<file path="config.mk">
export PLATFORM = sky130hd
export DESIGN_NAME = video_no_signal_detector_flat
export DESIGN_NICKNAME = d
export VERILOG_FILES = /design/src/hdl/vnsd_pkg.sv /design/src/hdl/vnsd_ifs.sv /design/src/hdl/video_no_signal_detector.sv /design/src/hdl/vnsd_win_check.sv /design/src/hdl/vnsd_frame_eval.sv /design/src/flat_wrapper.sv
export SDC_FILE = /design/constraint.sdc
export NUM_CORES = 1
export LEC_CHECK = 0
export BUFFER_PORTS_ARGS = -buffer_cell sky130_fd_sc_hd__buf_2
export CAP_MARGIN = 25
export CORE_MARGIN = 1
export CORE_UTILIZATION = 45
export CTS_BUF_LIST = sky130_fd_sc_hd__clkbuf_16
export CTS_CLUSTER_SIZE = 12
export DETAILED_ROUTE_END_ITERATION = 8
export HOLD_SLACK_MARGIN = 0.15
export SYNTH_ARGS = -nofsm -noshare
export SYNTH_HDL_FRONTEND = slang
export SYNTH_HIERARCHICAL = 1
export SYNTH_SLANG_ARGS = --single-unit
</file>
<file path="constraint.sdc">
create_clock -name clock -period 4.2 [get_ports clock]
set_input_delay 1.05 -clock clock [delete_from_list [all_inputs] [get_ports clock]]
set_output_delay 1.05 -clock clock [all_outputs]
set_load 0.02 [all_outputs]
</file>
<file path="src/hdl/vnsd_pkg.sv">
// shared types and constants for the video no-signal detector
package vnsd_pkg;

   localparam int PixW   = 8;
   localparam int PosW   = 10;
   localparam int WinW   = 11;
   localparam int CountW = 16;
   localparam int ColorW = 24;
   localparam int CsrIdxW = 3;
   localparam int CsrDataW = 24;

   localparam logic [CsrIdxW-1:0] CSR_THRESHOLD_COLOR  = 3'd0;
   localparam logic [CsrIdxW-1:0] CSR_DARK_FRAME_LIMIT = 3'd1;
   localparam logic [CsrIdxW-1:0] CSR_DETECT_ENABLE    = 3'd2;
   localparam logic [CsrIdxW-1:0] CSR_WINDOW_X_START   = 3'd3;
   localparam logic [CsrIdxW-1:0] CSR_WINDOW_X_END     = 3'd4;
   localparam logic [CsrIdxW-1:0] CSR_WINDOW_Y_START   = 3'd5;
   localparam logic [CsrIdxW-1:0] CSR_WINDOW_Y_END     = 3'd6;

   localparam logic [ColorW-1:0] THRESHOLD_RESET = 24'd0;
   localparam logic [CountW-1:0] LIMIT_RESET     = 16'd40;
   localparam logic [WinW-1:0]   WIN_START_RESET = 11'd256;
   localparam logic [WinW-1:0]   WIN_END_RESET   = 11'd768;
   localparam logic [CountW-1:0] COUNT_MAX       = 16'hFFFF;

   typedef struct packed {
      logic [PixW-1:0] pixel_red;
      logic [PixW-1:0] pixel_green;
      logic [PixW-1:0] pixel_blue;
      logic [PosW-1:0] column;
      logic [PosW-1:0] row;
      logic            frame_end;
   } pix_type;

   typedef struct packed {
      logic [ColorW-1:0] threshold_color;
      logic [CountW-1:0] dark_frame_limit;
      logic              detect_enable;
      logic [WinW-1:0]   window_x_start;
      logic [WinW-1:0]   window_x_end;
      logic [WinW-1:0]   window_y_start;
      logic [WinW-1:0]   window_y_end;
   } cfg_type;

   typedef struct packed {
      logic forward_frame;
      logic signal_lost;
      logic signal_found;
      logic frame_dark;
      logic signal_present;
   } res_type;

endpackage

</file>
<file path="src/hdl/vnsd_ifs.sv">
// request and response channel interfaces
interface vnsd_req_if;
   logic                       valid;
   logic                       ready;
   logic [vnsd_pkg::PixW-1:0]  pixel_red;
   logic [vnsd_pkg::PixW-1:0]  pixel_green;
   logic [vnsd_pkg::PixW-1:0]  pixel_blue;
   logic [vnsd_pkg::PosW-1:0]  column;
   logic [vnsd_pkg::PosW-1:0]  row;
   logic                       frame_end;

   modport source (output valid, pixel_red, pixel_green, pixel_blue, column, row,
                   frame_end, input ready);
   modport sink   (input valid, pixel_red, pixel_green, pixel_blue, column, row,
                   frame_end, output ready);
endinterface

interface vnsd_rsp_if;
   logic valid;
   logic ready;
   logic forward_frame;
   logic signal_lost;
   logic signal_found;
   logic frame_dark;
   logic signal_present;

   modport source (output valid, forward_frame, signal_lost, signal_found, frame_dark,
                   signal_present, input ready);
   modport sink   (input valid, forward_frame, signal_lost, signal_found, frame_dark,
                   signal_present, output ready);
endinterface

</file>
<file path="src/hdl/video_no_signal_detector.sv">
// top level of the video no-signal detector
//
//   channel   dir  handshake          payload
//   req_bus   in   valid / ready      pixel_red, pixel_green, pixel_blue, column, row, frame_end
//   rsp_bus   out  valid / ready      forward_frame, signal_lost, signal_found, frame_dark,
//                                     signal_present
//   csr_*     in   csr_we (no ready)  csr_index, csr_wdata
//
// one request per cycle sustained while no frame end is stalled; a request is held in the
// input register, and its result (frame end only) is then registered in the response register
// reset is synchronous, active high; no clearing pass, the block takes requests at once
// only a frame-end request waits in the input register while the response register is
// full and not taken; other pixels keep flowing
module video_no_signal_detector #(
   parameter int FRAME_WIDTH  = 1024,
   parameter int FRAME_HEIGHT = 1024
) (
   input  logic                              clock,
   input  logic                              reset,
   vnsd_req_if.sink                          req_bus,
   vnsd_rsp_if.source                        rsp_bus,
   input  logic                              csr_we,
   input  logic [vnsd_pkg::CsrIdxW-1:0]      csr_index,
   input  logic [vnsd_pkg::CsrDataW-1:0]     csr_wdata
);
   // configuration registers
   vnsd_pkg::cfg_type cfg_ff, cfg_in;

   // input register
   logic              pix_valid_ff, pix_valid_in;
   vnsd_pkg::pix_type pix_ff, pix_in;

   // response register
   logic              rsp_valid_ff, rsp_valid_in;
   vnsd_pkg::res_type rsp_ff, rsp_in;

   logic              req_take;
   logic              pix_step;
   logic              rsp_load;
   logic              bright;
   vnsd_pkg::res_type res;

   // csr writes, index beyond the list is ignored
   always_comb begin
      cfg_in = cfg_ff;
      if (csr_we) begin
         unique case (csr_index)
            vnsd_pkg::CSR_THRESHOLD_COLOR:  cfg_in.threshold_color  = csr_wdata;
            vnsd_pkg::CSR_DARK_FRAME_LIMIT: cfg_in.dark_frame_limit = csr_wdata[15:0];
            vnsd_pkg::CSR_DETECT_ENABLE:    cfg_in.detect_enable    = csr_wdata[0];
            vnsd_pkg::CSR_WINDOW_X_START:   cfg_in.window_x_start   = csr_wdata[10:0];
            vnsd_pkg::CSR_WINDOW_X_END:     cfg_in.window_x_end     = csr_wdata[10:0];
            vnsd_pkg::CSR_WINDOW_Y_START:   cfg_in.window_y_start   = csr_wdata[10:0];
            vnsd_pkg::CSR_WINDOW_Y_END:     cfg_in.window_y_end     = csr_wdata[10:0];
            default: ;
         endcase
      end
   end

   always_ff @(posedge clock) begin
      if (reset) begin
         cfg_ff.threshold_color  <= vnsd_pkg::THRESHOLD_RESET;
         cfg_ff.dark_frame_limit <= vnsd_pkg::LIMIT_RESET;
         cfg_ff.detect_enable    <= 1'b1;
         cfg_ff.window_x_start   <= vnsd_pkg::WIN_START_RESET;
         cfg_ff.window_x_end     <= vnsd_pkg::WIN_END_RESET;
         cfg_ff.window_y_start   <= vnsd_pkg::WIN_START_RESET;
         cfg_ff.window_y_end     <= vnsd_pkg::WIN_END_RESET;
      end else begin
         cfg_ff <= cfg_in;
      end
   end

   // the held pixel moves on unless it is a frame end blocked by a full response
   assign pix_step = pix_valid_ff && (!pix_ff.frame_end || !rsp_valid_ff || rsp_bus.ready);
   assign rsp_load = pix_step && pix_ff.frame_end;
   assign req_take = req_bus.valid && req_bus.ready;

   assign req_bus.ready = !pix_valid_ff || pix_step;

   always_comb begin
      pix_in.pixel_red   = req_bus.pixel_red;
      pix_in.pixel_green = req_bus.pixel_green;
      pix_in.pixel_blue  = req_bus.pixel_blue;
      pix_in.column      = req_bus.column;
      pix_in.row         = req_bus.row;
      pix_in.frame_end   = req_bus.frame_end;
      pix_valid_in       = req_take ? 1'b1 : (pix_step ? 1'b0 : pix_valid_ff);
   end

   always_ff @(posedge clock) begin
      if (reset) begin
         pix_valid_ff <= 1'b0;
      end else begin
         pix_valid_ff <= pix_valid_in;
      end
   end

   always_ff @(posedge clock) begin
      if (req_take) begin
         pix_ff <= pix_in;
      end
   end

   vnsd_win_check #(
      .FRAME_WIDTH  (FRAME_WIDTH),
      .FRAME_HEIGHT (FRAME_HEIGHT)
   ) u_win_check (
      .pix    (pix_ff),
      .cfg    (cfg_ff),
      .bright (bright)
   );

   vnsd_frame_eval u_frame_eval (
      .clock     (clock),
      .reset     (reset),
      .step      (pix_step),
      .frame_end (pix_ff.frame_end),
      .bright    (bright),
      .cfg       (cfg_ff),
      .res       (res)
   );

   // response register, refilled in the same cycle it is taken
   assign rsp_in       = res;
   assign rsp_valid_in = rsp_load ? 1'b1 : (rsp_bus.ready ? 1'b0 : rsp_valid_ff);

   always_ff @(posedge clock) begin
      if (reset) begin
         rsp_valid_ff <= 1'b0;
      end else begin
         rsp_valid_ff <= rsp_valid_in;
      end
   end

   always_ff @(posedge clock) begin
      if (rsp_load) begin
         rsp_ff <= rsp_in;
      end
   end

   assign rsp_bus.valid          = rsp_valid_ff;
   assign rsp_bus.forward_frame  = rsp_ff.forward_frame;
   assign rsp_bus.signal_lost    = rsp_ff.signal_lost;
   assign rsp_bus.signal_found   = rsp_ff.signal_found;
   assign rsp_bus.frame_dark     = rsp_ff.frame_dark;
   assign rsp_bus.signal_present = rsp_ff.signal_present;
endmodule

</file>
<file path="src/hdl/vnsd_win_check.sv">
// per-pixel window test and threshold compare
module vnsd_win_check #(
   parameter int FRAME_WIDTH  = 1024,
   parameter int FRAME_HEIGHT = 1024
) (
   input  vnsd_pkg::pix_type pix,
   input  vnsd_pkg::cfg_type cfg,
   output logic              bright
);
   localparam int DimW = 13;

   logic [DimW-1:0]             col_ext;
   logic [DimW-1:0]             row_ext;
   logic [vnsd_pkg::WinW-1:0]   col_w;
   logic [vnsd_pkg::WinW-1:0]   row_w;
   logic                        in_frame;
   logic                        in_win;
   logic                        over;

   assign col_ext = DimW'(pix.column);
   assign row_ext = DimW'(pix.row);
   assign col_w   = vnsd_pkg::WinW'(pix.column);
   assign row_w   = vnsd_pkg::WinW'(pix.row);

   assign in_frame = (col_ext < DimW'(FRAME_WIDTH)) && (row_ext < DimW'(FRAME_HEIGHT));
   assign in_win   = (col_w >= cfg.window_x_start) && (col_w < cfg.window_x_end) &&
                     (row_w >= cfg.window_y_start) && (row_w < cfg.window_y_end);

   assign over = (pix.pixel_red   > cfg.threshold_color[23:16]) ||
                 (pix.pixel_green > cfg.threshold_color[15:8])  ||
                 (pix.pixel_blue  > cfg.threshold_color[7:0]);

   assign bright = in_frame && in_win && over;
endmodule

</file>
<file path="src/hdl/vnsd_frame_eval.sv">
// dark-frame run tracking and event decision
module vnsd_frame_eval (
   input  logic              clock,
   input  logic              reset,
   input  logic              step,
   input  logic              frame_end,
   input  logic              bright,
   input  vnsd_pkg::cfg_type cfg,
   output vnsd_pkg::res_type res
);
   logic                          all_dark_ff, all_dark_in;
   logic [vnsd_pkg::CountW-1:0]   count_ff, count_in;
   logic                          flag_ff, flag_in;
   logic                          dark;
   logic [vnsd_pkg::CountW-1:0]   limit;
   logic [vnsd_pkg::CountW-1:0]   count_new;
   logic                          found;
   logic                          lost;
   logic                          fwd;
   logic                          flag_new;

   assign dark  = all_dark_ff && !bright;
   assign limit = (cfg.dark_frame_limit == '0) ? vnsd_pkg::CountW'(1) : cfg.dark_frame_limit;

   always_comb begin
      count_new = count_ff;
      found     = 1'b0;
      lost      = 1'b0;
      fwd       = 1'b1;
      flag_new  = flag_ff;
      if (cfg.detect_enable) begin
         if (dark) begin
            if (count_ff != vnsd_pkg::COUNT_MAX) begin
               count_new = count_ff + vnsd_pkg::CountW'(1);
            end
         end else begin
            found     = (count_ff >= limit);
            count_new = '0;
         end
         fwd  = (count_new < limit);
         lost = !fwd && (count_new == limit) && (count_ff != limit);
         if (found) begin
            flag_new = 1'b1;
         end else if (lost) begin
            flag_new = 1'b0;
         end
      end
   end

   always_comb begin
      all_dark_in = all_dark_ff;
      count_in    = count_ff;
      flag_in     = flag_ff;
      if (step) begin
         if (frame_end) begin
            all_dark_in = 1'b1;
            count_in    = count_new;
            flag_in     = flag_new;
         end else begin
            all_dark_in = dark;
         end
      end
   end

   always_ff @(posedge clock) begin
      if (reset) begin
         all_dark_ff <= 1'b1;
         count_ff    <= '0;
         flag_ff     <= 1'b0;
      end else begin
         all_dark_ff <= all_dark_in;
         count_ff    <= count_in;
         flag_ff     <= flag_in;
      end
   end

   assign res.forward_frame  = fwd;
   assign res.signal_lost    = lost;
   assign res.signal_found   = found;
   assign res.frame_dark     = dark;
   assign res.signal_present = flag_new;
endmodule
</file>
<file path="src/flat_wrapper.sv">
// flat-port wrapper written by rule: the top's interface ports become plain ports
module video_no_signal_detector_flat 
#(
   parameter int FRAME_WIDTH  = 1024,
   parameter int FRAME_HEIGHT = 1024
)
  (clock, reset, csr_we, csr_index, csr_wdata, req_bus_valid, req_bus_pixel_red, req_bus_pixel_green, req_bus_pixel_blue, req_bus_column, req_bus_row, req_bus_frame_end, req_bus_ready, rsp_bus_valid, rsp_bus_forward_frame, rsp_bus_signal_lost, rsp_bus_signal_found, rsp_bus_frame_dark, rsp_bus_signal_present, rsp_bus_ready);
  vnsd_req_if req_bus_i ();
  vnsd_rsp_if rsp_bus_i ();
  input  logic clock;
  input  logic reset;
  input  logic csr_we;
  input  logic [vnsd_pkg::CsrIdxW-1:0] csr_index;
  input  logic [vnsd_pkg::CsrDataW-1:0] csr_wdata;
  input wire logic [$bits(req_bus_i.valid)-1:0] req_bus_valid;
  input wire logic [$bits(req_bus_i.pixel_red)-1:0] req_bus_pixel_red;
  input wire logic [$bits(req_bus_i.pixel_green)-1:0] req_bus_pixel_green;
  input wire logic [$bits(req_bus_i.pixel_blue)-1:0] req_bus_pixel_blue;
  input wire logic [$bits(req_bus_i.column)-1:0] req_bus_column;
  input wire logic [$bits(req_bus_i.row)-1:0] req_bus_row;
  input wire logic [$bits(req_bus_i.frame_end)-1:0] req_bus_frame_end;
  output wire logic [$bits(req_bus_i.ready)-1:0] req_bus_ready;
  output wire logic [$bits(rsp_bus_i.valid)-1:0] rsp_bus_valid;
  output wire logic [$bits(rsp_bus_i.forward_frame)-1:0] rsp_bus_forward_frame;
  output wire logic [$bits(rsp_bus_i.signal_lost)-1:0] rsp_bus_signal_lost;
  output wire logic [$bits(rsp_bus_i.signal_found)-1:0] rsp_bus_signal_found;
  output wire logic [$bits(rsp_bus_i.frame_dark)-1:0] rsp_bus_frame_dark;
  output wire logic [$bits(rsp_bus_i.signal_present)-1:0] rsp_bus_signal_present;
  input wire logic [$bits(rsp_bus_i.ready)-1:0] rsp_bus_ready;
  assign req_bus_i.valid = req_bus_valid;
  assign req_bus_i.pixel_red = req_bus_pixel_red;
  assign req_bus_i.pixel_green = req_bus_pixel_green;
  assign req_bus_i.pixel_blue = req_bus_pixel_blue;
  assign req_bus_i.column = req_bus_column;
  assign req_bus_i.row = req_bus_row;
  assign req_bus_i.frame_end = req_bus_frame_end;
  assign req_bus_ready = req_bus_i.ready;
  assign rsp_bus_valid = rsp_bus_i.valid;
  assign rsp_bus_forward_frame = rsp_bus_i.forward_frame;
  assign rsp_bus_signal_lost = rsp_bus_i.signal_lost;
  assign rsp_bus_signal_found = rsp_bus_i.signal_found;
  assign rsp_bus_frame_dark = rsp_bus_i.frame_dark;
  assign rsp_bus_signal_present = rsp_bus_i.signal_present;
  assign rsp_bus_i.ready = rsp_bus_ready;
  video_no_signal_detector #(.FRAME_WIDTH(FRAME_WIDTH), .FRAME_HEIGHT(FRAME_HEIGHT)) u_core (.clock(clock), .reset(reset), .req_bus(req_bus_i), .rsp_bus(rsp_bus_i), .csr_we(csr_we), .csr_index(csr_index), .csr_wdata(csr_wdata));
endmodule
</file>
**Word level (Yosys, flattened, before mapping)**

Cells that the tools add are included.

- Eq/ne operators: 9
- $lt $le $gt $ge: 11
- Reduce and logical (&&, ||, !) cells: 35
- Multiplexer cells: 14
- Add/subtract/negate cells: 1

Operators with widths:

| operator | count |
|---|---|
| 2-to-1 mux 16 bit | 4 |
| > comparator 8 bit | 3 |
| >= comparator 10 x 11 -> 1 bit | 2 |
| less-than comparator 10 x 11 -> 1 bit | 2 |
| less-than comparator 10 x 11 -> 1 bit (second input constant) | 2 |
| adder 16 x 1 -> 16 bit (second input constant) | 1 |
| == test 16 bit | 1 |
| >= comparator 16 bit | 1 |
| zero test 16 bit | 1 |
| less-than comparator 16 bit | 1 |
| inequality test 16 bit | 1 |
| inequality test 16 bit (second input constant) | 1 |
| AND reduction 2 bit | 8 |
| logical AND 1 bit | 12 |
| 2-to-1 mux 1 bit | 10 |
| == test 3 bit (second input constant) | 3 |
| == test 3 x 2 -> 1 bit (second input constant) | 2 |
| zero test 1 bit | 5 |
| logical OR 1 bit | 5 |
| nonzero test 2 bit | 2 |
| == test 3 x 1 -> 1 bit (second input constant) | 1 |
| zero test 3 bit | 1 |
| AND reduction 3 bit | 1 |

- Output and inout port bits: 7
- Register bits: 155

**Logic depth before layout (Yosys ltp)**

- Depth after elaboration: 17
- Gate-level depth with buffers: 19
- Depth with buffers taken out: 18

**Hierarchy**

The synthesis kept the hierarchy.

By module, submodules not included:

| module | times used | area each (sq um) | cells an instance |
|---|---|---|---|
| video_no_signal_detector | 1 | 5,073.6 | 383 |
| vnsd_frame_eval | 1 | 2,210.9 | 283 |
| vnsd_win_check | 1 | 1,556.5 | 213 |

**Worst setup path after synthesis**

OpenSTA, ideal clock, no wires.

- Kind: flip-flop to flip-flop
- Start: reg u_core/pix_ff[5] (netlist bit)
- End: reg u_core.rsp_ff, in the netlist u_core/rsp_bus.signal_present (data pin)
- Arrival time: 3.609 ns
- Path slack: 0.340 ns
- Clock period less this slack: 3.860 ns
- Stages on the path, launching flop included: 18
- Buffers on the path: 3
- Required time: 3.949 ns
- Path through: edfxtp_1 -> ha_1 -> a21o_1 -> a211o_1 -> o221ai_1 -> nand4b_1 -> a211oi_2 -> nand2b_1 -> clkbuf_1 -> clkbuf_1 -> a21oi_1 -> ha_1 -> nand4_1 -> nor3_1 -> nand4_1 -> a31oi_1 -> o21ai_0 -> buf_4

- Word-level cells in the longest chain between the ends: 16
- Elaborated cells between the ends (all ways): 22
- Classes of those cells: order compare (4); eq/ne (1); mux (7); reduce/logical (10)

RTL lines:

| what | line | RTL |
|---|---|---|
| from (decl) | video_no_signal_detector.sv:31 | `vnsd_pkg::pix_type pix_ff, pix_in;` |
| from (signal assigned) | video_no_signal_detector.sv:101 | `pix_ff <= pix_in;` |
| >= comparator 10 x 11 -> 1 bit | vnsd_win_check.sv:27 | `(row_w >= cfg.window_y_start) && (row_w < cfg.window_y_end);` |
| logical AND 1 bit | vnsd_win_check.sv:26 | `assign in_win = (col_w >= cfg.window_x_start) && (col_w < cfg.window_x_end) &&` |
| logical AND 1 bit | vnsd_win_check.sv:27 |  |
| logical AND 1 bit (*) (2 in a row) | vnsd_win_check.sv:33 | `assign bright = in_frame && in_win && over;` |
| net u_core.bright | video_no_signal_detector.sv:40 | `logic bright;` |
| zero test 1 bit (*) | vnsd_frame_eval.sv:22 | `assign dark = all_dark_ff && !bright;` |
| logical AND 1 bit (*) | vnsd_frame_eval.sv:22 |  |
| 2-to-1 mux 16 bit | vnsd_frame_eval.sv:32 | `if (dark) begin` |
| 2-to-1 mux 16 bit | vnsd_frame_eval.sv:31 | `if (cfg.detect_enable) begin` |
| less-than comparator 16 bit | vnsd_frame_eval.sv:40 | `fwd = (count_new < limit);` |
| zero test 1 bit | vnsd_frame_eval.sv:41 | `lost = !fwd && (count_new == limit) && (count_ff != limit);` |
| logical AND 1 bit (2 in a row) | vnsd_frame_eval.sv:41 |  |
| 2-to-1 mux 1 bit | vnsd_frame_eval.sv:44 | `end else if (lost) begin` |
| 2-to-1 mux 1 bit (*) | vnsd_frame_eval.sv:42 | `if (found) begin` |
| 2-to-1 mux 1 bit (*) | vnsd_frame_eval.sv:31 |  |
| net u_core.u_frame_eval.flag_new | vnsd_frame_eval.sv:20 | `logic flag_new;` |
| to (signal assigned) | video_no_signal_detector.sv:138 | `rsp_ff <= rsp_in;` |
| to (decl) | video_no_signal_detector.sv:35 | `vnsd_pkg::res_type rsp_ff, rsp_in;` |

The timed path passes the listed nets; every way through them passes the cells marked *. The select of a mux whose other input is x is not followed.
A chain may end at the register's enable or synchronous reset.

==> results.sh <==
export IMPL_power_density_nw_per_um2=341.7
export IMPL_fraction_of_layout_instances_using_a_drive_strength_above_1_pct=15.59
export IMPL_fp_dieW_um=142.2
export IMPL_finClkSkew_ns=0.008060
export IMPL_detail_route_drc_violations=0
export IMPL_netlist_top_cells_count="105 x sky130_fd_sc_hd__dfxtp_1, 105 x sky130_fd_sc_hd__nand2b_1, 95 x sky130_fd_sc_hd__ha_1"
export IMPL_antenna_cells=0
export IMPL_die_y_um=142.2
export IMPL_totalNegativeSetupSlack_ns=0
export IMPL_asyncSetResetFlopFracSynth_pct=0
export IMPL_cp_num_buf_inv=1
export IMPL_htree_num_levels=4
export IMPL_hold_viol_final=0
export IMPL_largest_register="u_core/cfg_ff"
export IMPL_syn_num_nets=1051
export IMPL_postCtsSetupBuffers=0
export IMPL_worst_slew_pin_transition_ns=0.9299
export IMPL_drt_pass1_iterations=4
export IMPL_largest_register_ffs=85
export IMPL_port_buffers=83
export IMPL_number_of_cells_produced_by_synthesis=879
export IMPL_top_level_ports=84
export IMPL_cp_start_kind="flop"
export IMPL_end_kind="flop"
export IMPL_crit_fanout=22
export IMPL_finalWirelength_um=19730
export IMPL_timing_setup_critical_path_class="reg2reg"
export IMPL_critPathSlowestCell="sky130_fd_sc_hd__edfxtp_1"
export IMPL_rsz0062_at_grt="false"
export IMPL_ctsHoldBuffers=0
export IMPL_worstHoldPathType="reg2reg"
export IMPL_synth_top_cell_by_area="sky130_fd_sc_hd__dfxtp_1"
export IMPL_fmax_ghz=0.2621
export IMPL_dp_hpwl_um=14480
export IMPL_min_period_ns=3.815
export IMPL_gr_usage_all_layers_pct=21.05
export IMPL_initial_utilization_pct=46.64
export IMPL_placed_cells_incl_taps=1190
export IMPL_tritoncts_num_buffers=17
export IMPL_grt_start_max_net_pins=58
export IMPL_clock_tree_buffer_depth=2
export IMPL_dieArea_um2=20210
export IMPL_critical_path_top_delay_family="compound AO/OA/AOI/OAI gates"
export IMPL_gp_congestion=0.8516
export IMPL_clk_pin_slew_ns=0.07
export IMPL_number_of_distinct_standard_cells_referenced_by_the_synthesized_netlist=73
export IMPL_antenna_violating_nets_post_route=0
export IMPL_slowest_delay_ns=0.40
export IMPL_root_buffer="sky130_fd_sc_hd__clkbuf_16"
export IMPL_final_cell_count_no_fill=1222
export IMPL_cts_num_sinks=155
export IMPL_synth_top_cell_area_share_pct=23.78
export IMPL_overflow=0
export IMPL_timing_critical_path_cells="ha_1 > a21o_1 > a211o_1 > o221ai_1 > nand4b_1 > a211oi_2 > nand2b_1 > buf_4 > a21oi_1 > ha_1 > nand4_1 > nor3_2 > nand4_1 > a31oi_1 > o21ai_0"
export IMPL_timing_final_max_slew_violations=0
export IMPL_setup_viol_count_final=0
export IMPL_tritoncts_clock_tree="done"
export IMPL_run_status="finished, final reports clean"
export IMPL_synth_warnings=6
export IMPL_synth_main_ff_cell="sky130_fd_sc_hd__dfxtp_1"
export IMPL_vias=6409
export IMPL_vias_per_cell=5.245
export IMPL_wl_per_cell_um=16.14
export IMPL_std_cell_rows=50
export IMPL_min_period_over_period_pct=90.84
export IMPL_worst_skew_pair_late_latency_ns=0.42
export IMPL_areaGrowthSynthToFinish_pct=13.47
export IMPL_critical_path_required_ns=4.34
export IMPL_synth_area_leaders="sky130_fd_sc_hd__dfxtp_1 24%, sky130_fd_sc_hd__edfxtp_1 17%, sky130_fd_sc_hd__ha_1 13%"
export IMPL_p_leak_nw=4.270
export IMPL_drt_initial_drc_count=271
export IMPL_final_core_utilization_pct=52.92
export IMPL_finish_net_count=1121
export IMPL_sequential_cell_area_fraction_in_the_yosys_report_pct=40.76
export IMPL_worst_path_arrival_ns=3.95
export IMPL_max_slew_margin_rel_pct=37.65
export IMPL_core_region_area_um2=18960
export IMPL_postSynthRegisterBits=155
export IMPL_global_route_wire_length_before_repair_um=32460
export IMPL_synthesis_area_um2=8841
export IMPL_timing_hold_ws_ns=0.4749
export IMPL_antenna_found_initial=0
export IMPL_synth_enable_flop_cells=50
export IMPL_max_cap_viol_count=0
export IMPL_mean_syn_cell_area_um2=10.06
export IMPL_number_of_global_route_vias_before_repair=6325
export IMPL_largest_registers="u_core/cfg_ff x85, u_core/pix_ff x45, u_core/u_frame_eval/count_ff x16"
export IMPL_power_ir_vdd_worst_mv=0.3076
==> repair_timing <==
item | CTS | global route
endpoints found under the hold margin | 0 | 0
gates resized for setup | 0 | 2
setup endpoints to repair | 0 | 1
==> report_power, final <==
group | internal [mW] | switching, mW | leakage (nW)
registers | 1.60 | 0.0256 | 1.33
logic | 0.144 | 0.190 | 2.67
clock network | 0.861 | 0.611 | 0.270
total | 2.60 | 0.827 | 4.27
==> path summary, 6_finish.rpt <==
path	start	endpoint	slack, ns	depth (start not counted)
max reg2reg	u_core/pix_ff[5]	u_core/rsp_bus.signal_present	0.38	15
max	u_core/pix_ff[5]	u_core/rsp_bus.signal_present	0.38	15
min	u_core/cfg_ff[76]	u_core/cfg_ff[76]	0.47	2
min reg2reg	u_core/cfg_ff[76]	u_core/cfg_ff[76]	0.47	2
==> metrics by stage <==
step | worst slack, ns | instance area (um2) | power [mW]
final | 0.3847 | 10030 | 3.428
after global routing | 0.1286 | 10030 | 3.585
after CTS | 0.2449 | 10020 | 3.464
after detailed placement | 0.3090 | 9464 | 1.987
after global placement | 0.4019 | 9449 | 1.984
after floorplan | 0.3395 | 8841 | 1.868
==> kinds of logic after synthesis <==
family | synth area share [%]
muxes | 9.737
xor gates and xnor gates | 1.090
buffers and inverters | 6.284
AOI/OAI and AO/OA | 9.709
DFF | 40.76
and+or+nand+nor | 18.98
adders and majority gates | 13.44
==> final cells by class <==
type                            instances  area, um2
Sequential cell                       155       3603
Inverter                               86      322.8
Multi-Input combinational cell        595       4716
Fill cell                            1705       8924
Tap cell                              260      325.3
Timing Repair Buffer                   94      508.0
Clock inverter                         15      131.4
Clock buffer                           17      425.4
==> placed cells by master (no fill, tap or decap), drive strengths merged, types with 3 or more instances in the layout <==
cell type,n
dfxtp,105
nand4,21
o21ai,21
nor4,10
nand2,32
a31oi,6
edfxtp,50
and4b,4
inv,86
and3,7
o211ai,5
nand3,15
a211oi,7
xnor2,6
nand2b,105
or3,4
nor3,12
a21o,9
mux2i,86
buf,94
clkbuf,17
a21oi,51
xor2,5
a21boi,3
nand4b,5
clkinv,11
nor2b,6
nor2,43
ha,95
==> routing by layer <==
metal,part of all wire [%],up-vias,GRT usage [%]
met1,50,3006,28.84
li1,-,3237,-
met2,45,146,33.33
met4,1.5,0,6.791
met3,3.8,20,3.970
met5,0,-,0
==> worst register-to-register path, cell delays in order, from the launching register on <==
cell,delay [ns]
sky130_fd_sc_hd__edfxtp_1,0.40
sky130_fd_sc_hd__ha_1,0.33
sky130_fd_sc_hd__a21o_1,0.17
sky130_fd_sc_hd__a211o_1,0.29
sky130_fd_sc_hd__o221ai_1,0.17
sky130_fd_sc_hd__nand4b_1,0.14
sky130_fd_sc_hd__a211oi_2,0.24
sky130_fd_sc_hd__nand2b_1,0.20
sky130_fd_sc_hd__buf_4,0.28
sky130_fd_sc_hd__a21oi_1,0.07
sky130_fd_sc_hd__ha_1,0.34
sky130_fd_sc_hd__nand4_1,0.13
sky130_fd_sc_hd__nor3_2,0.31
sky130_fd_sc_hd__nand4_1,0.13
sky130_fd_sc_hd__a31oi_1,0.21
sky130_fd_sc_hd__o21ai_0,0.10
Note: power is estimated with default switching activity, not from simulation.
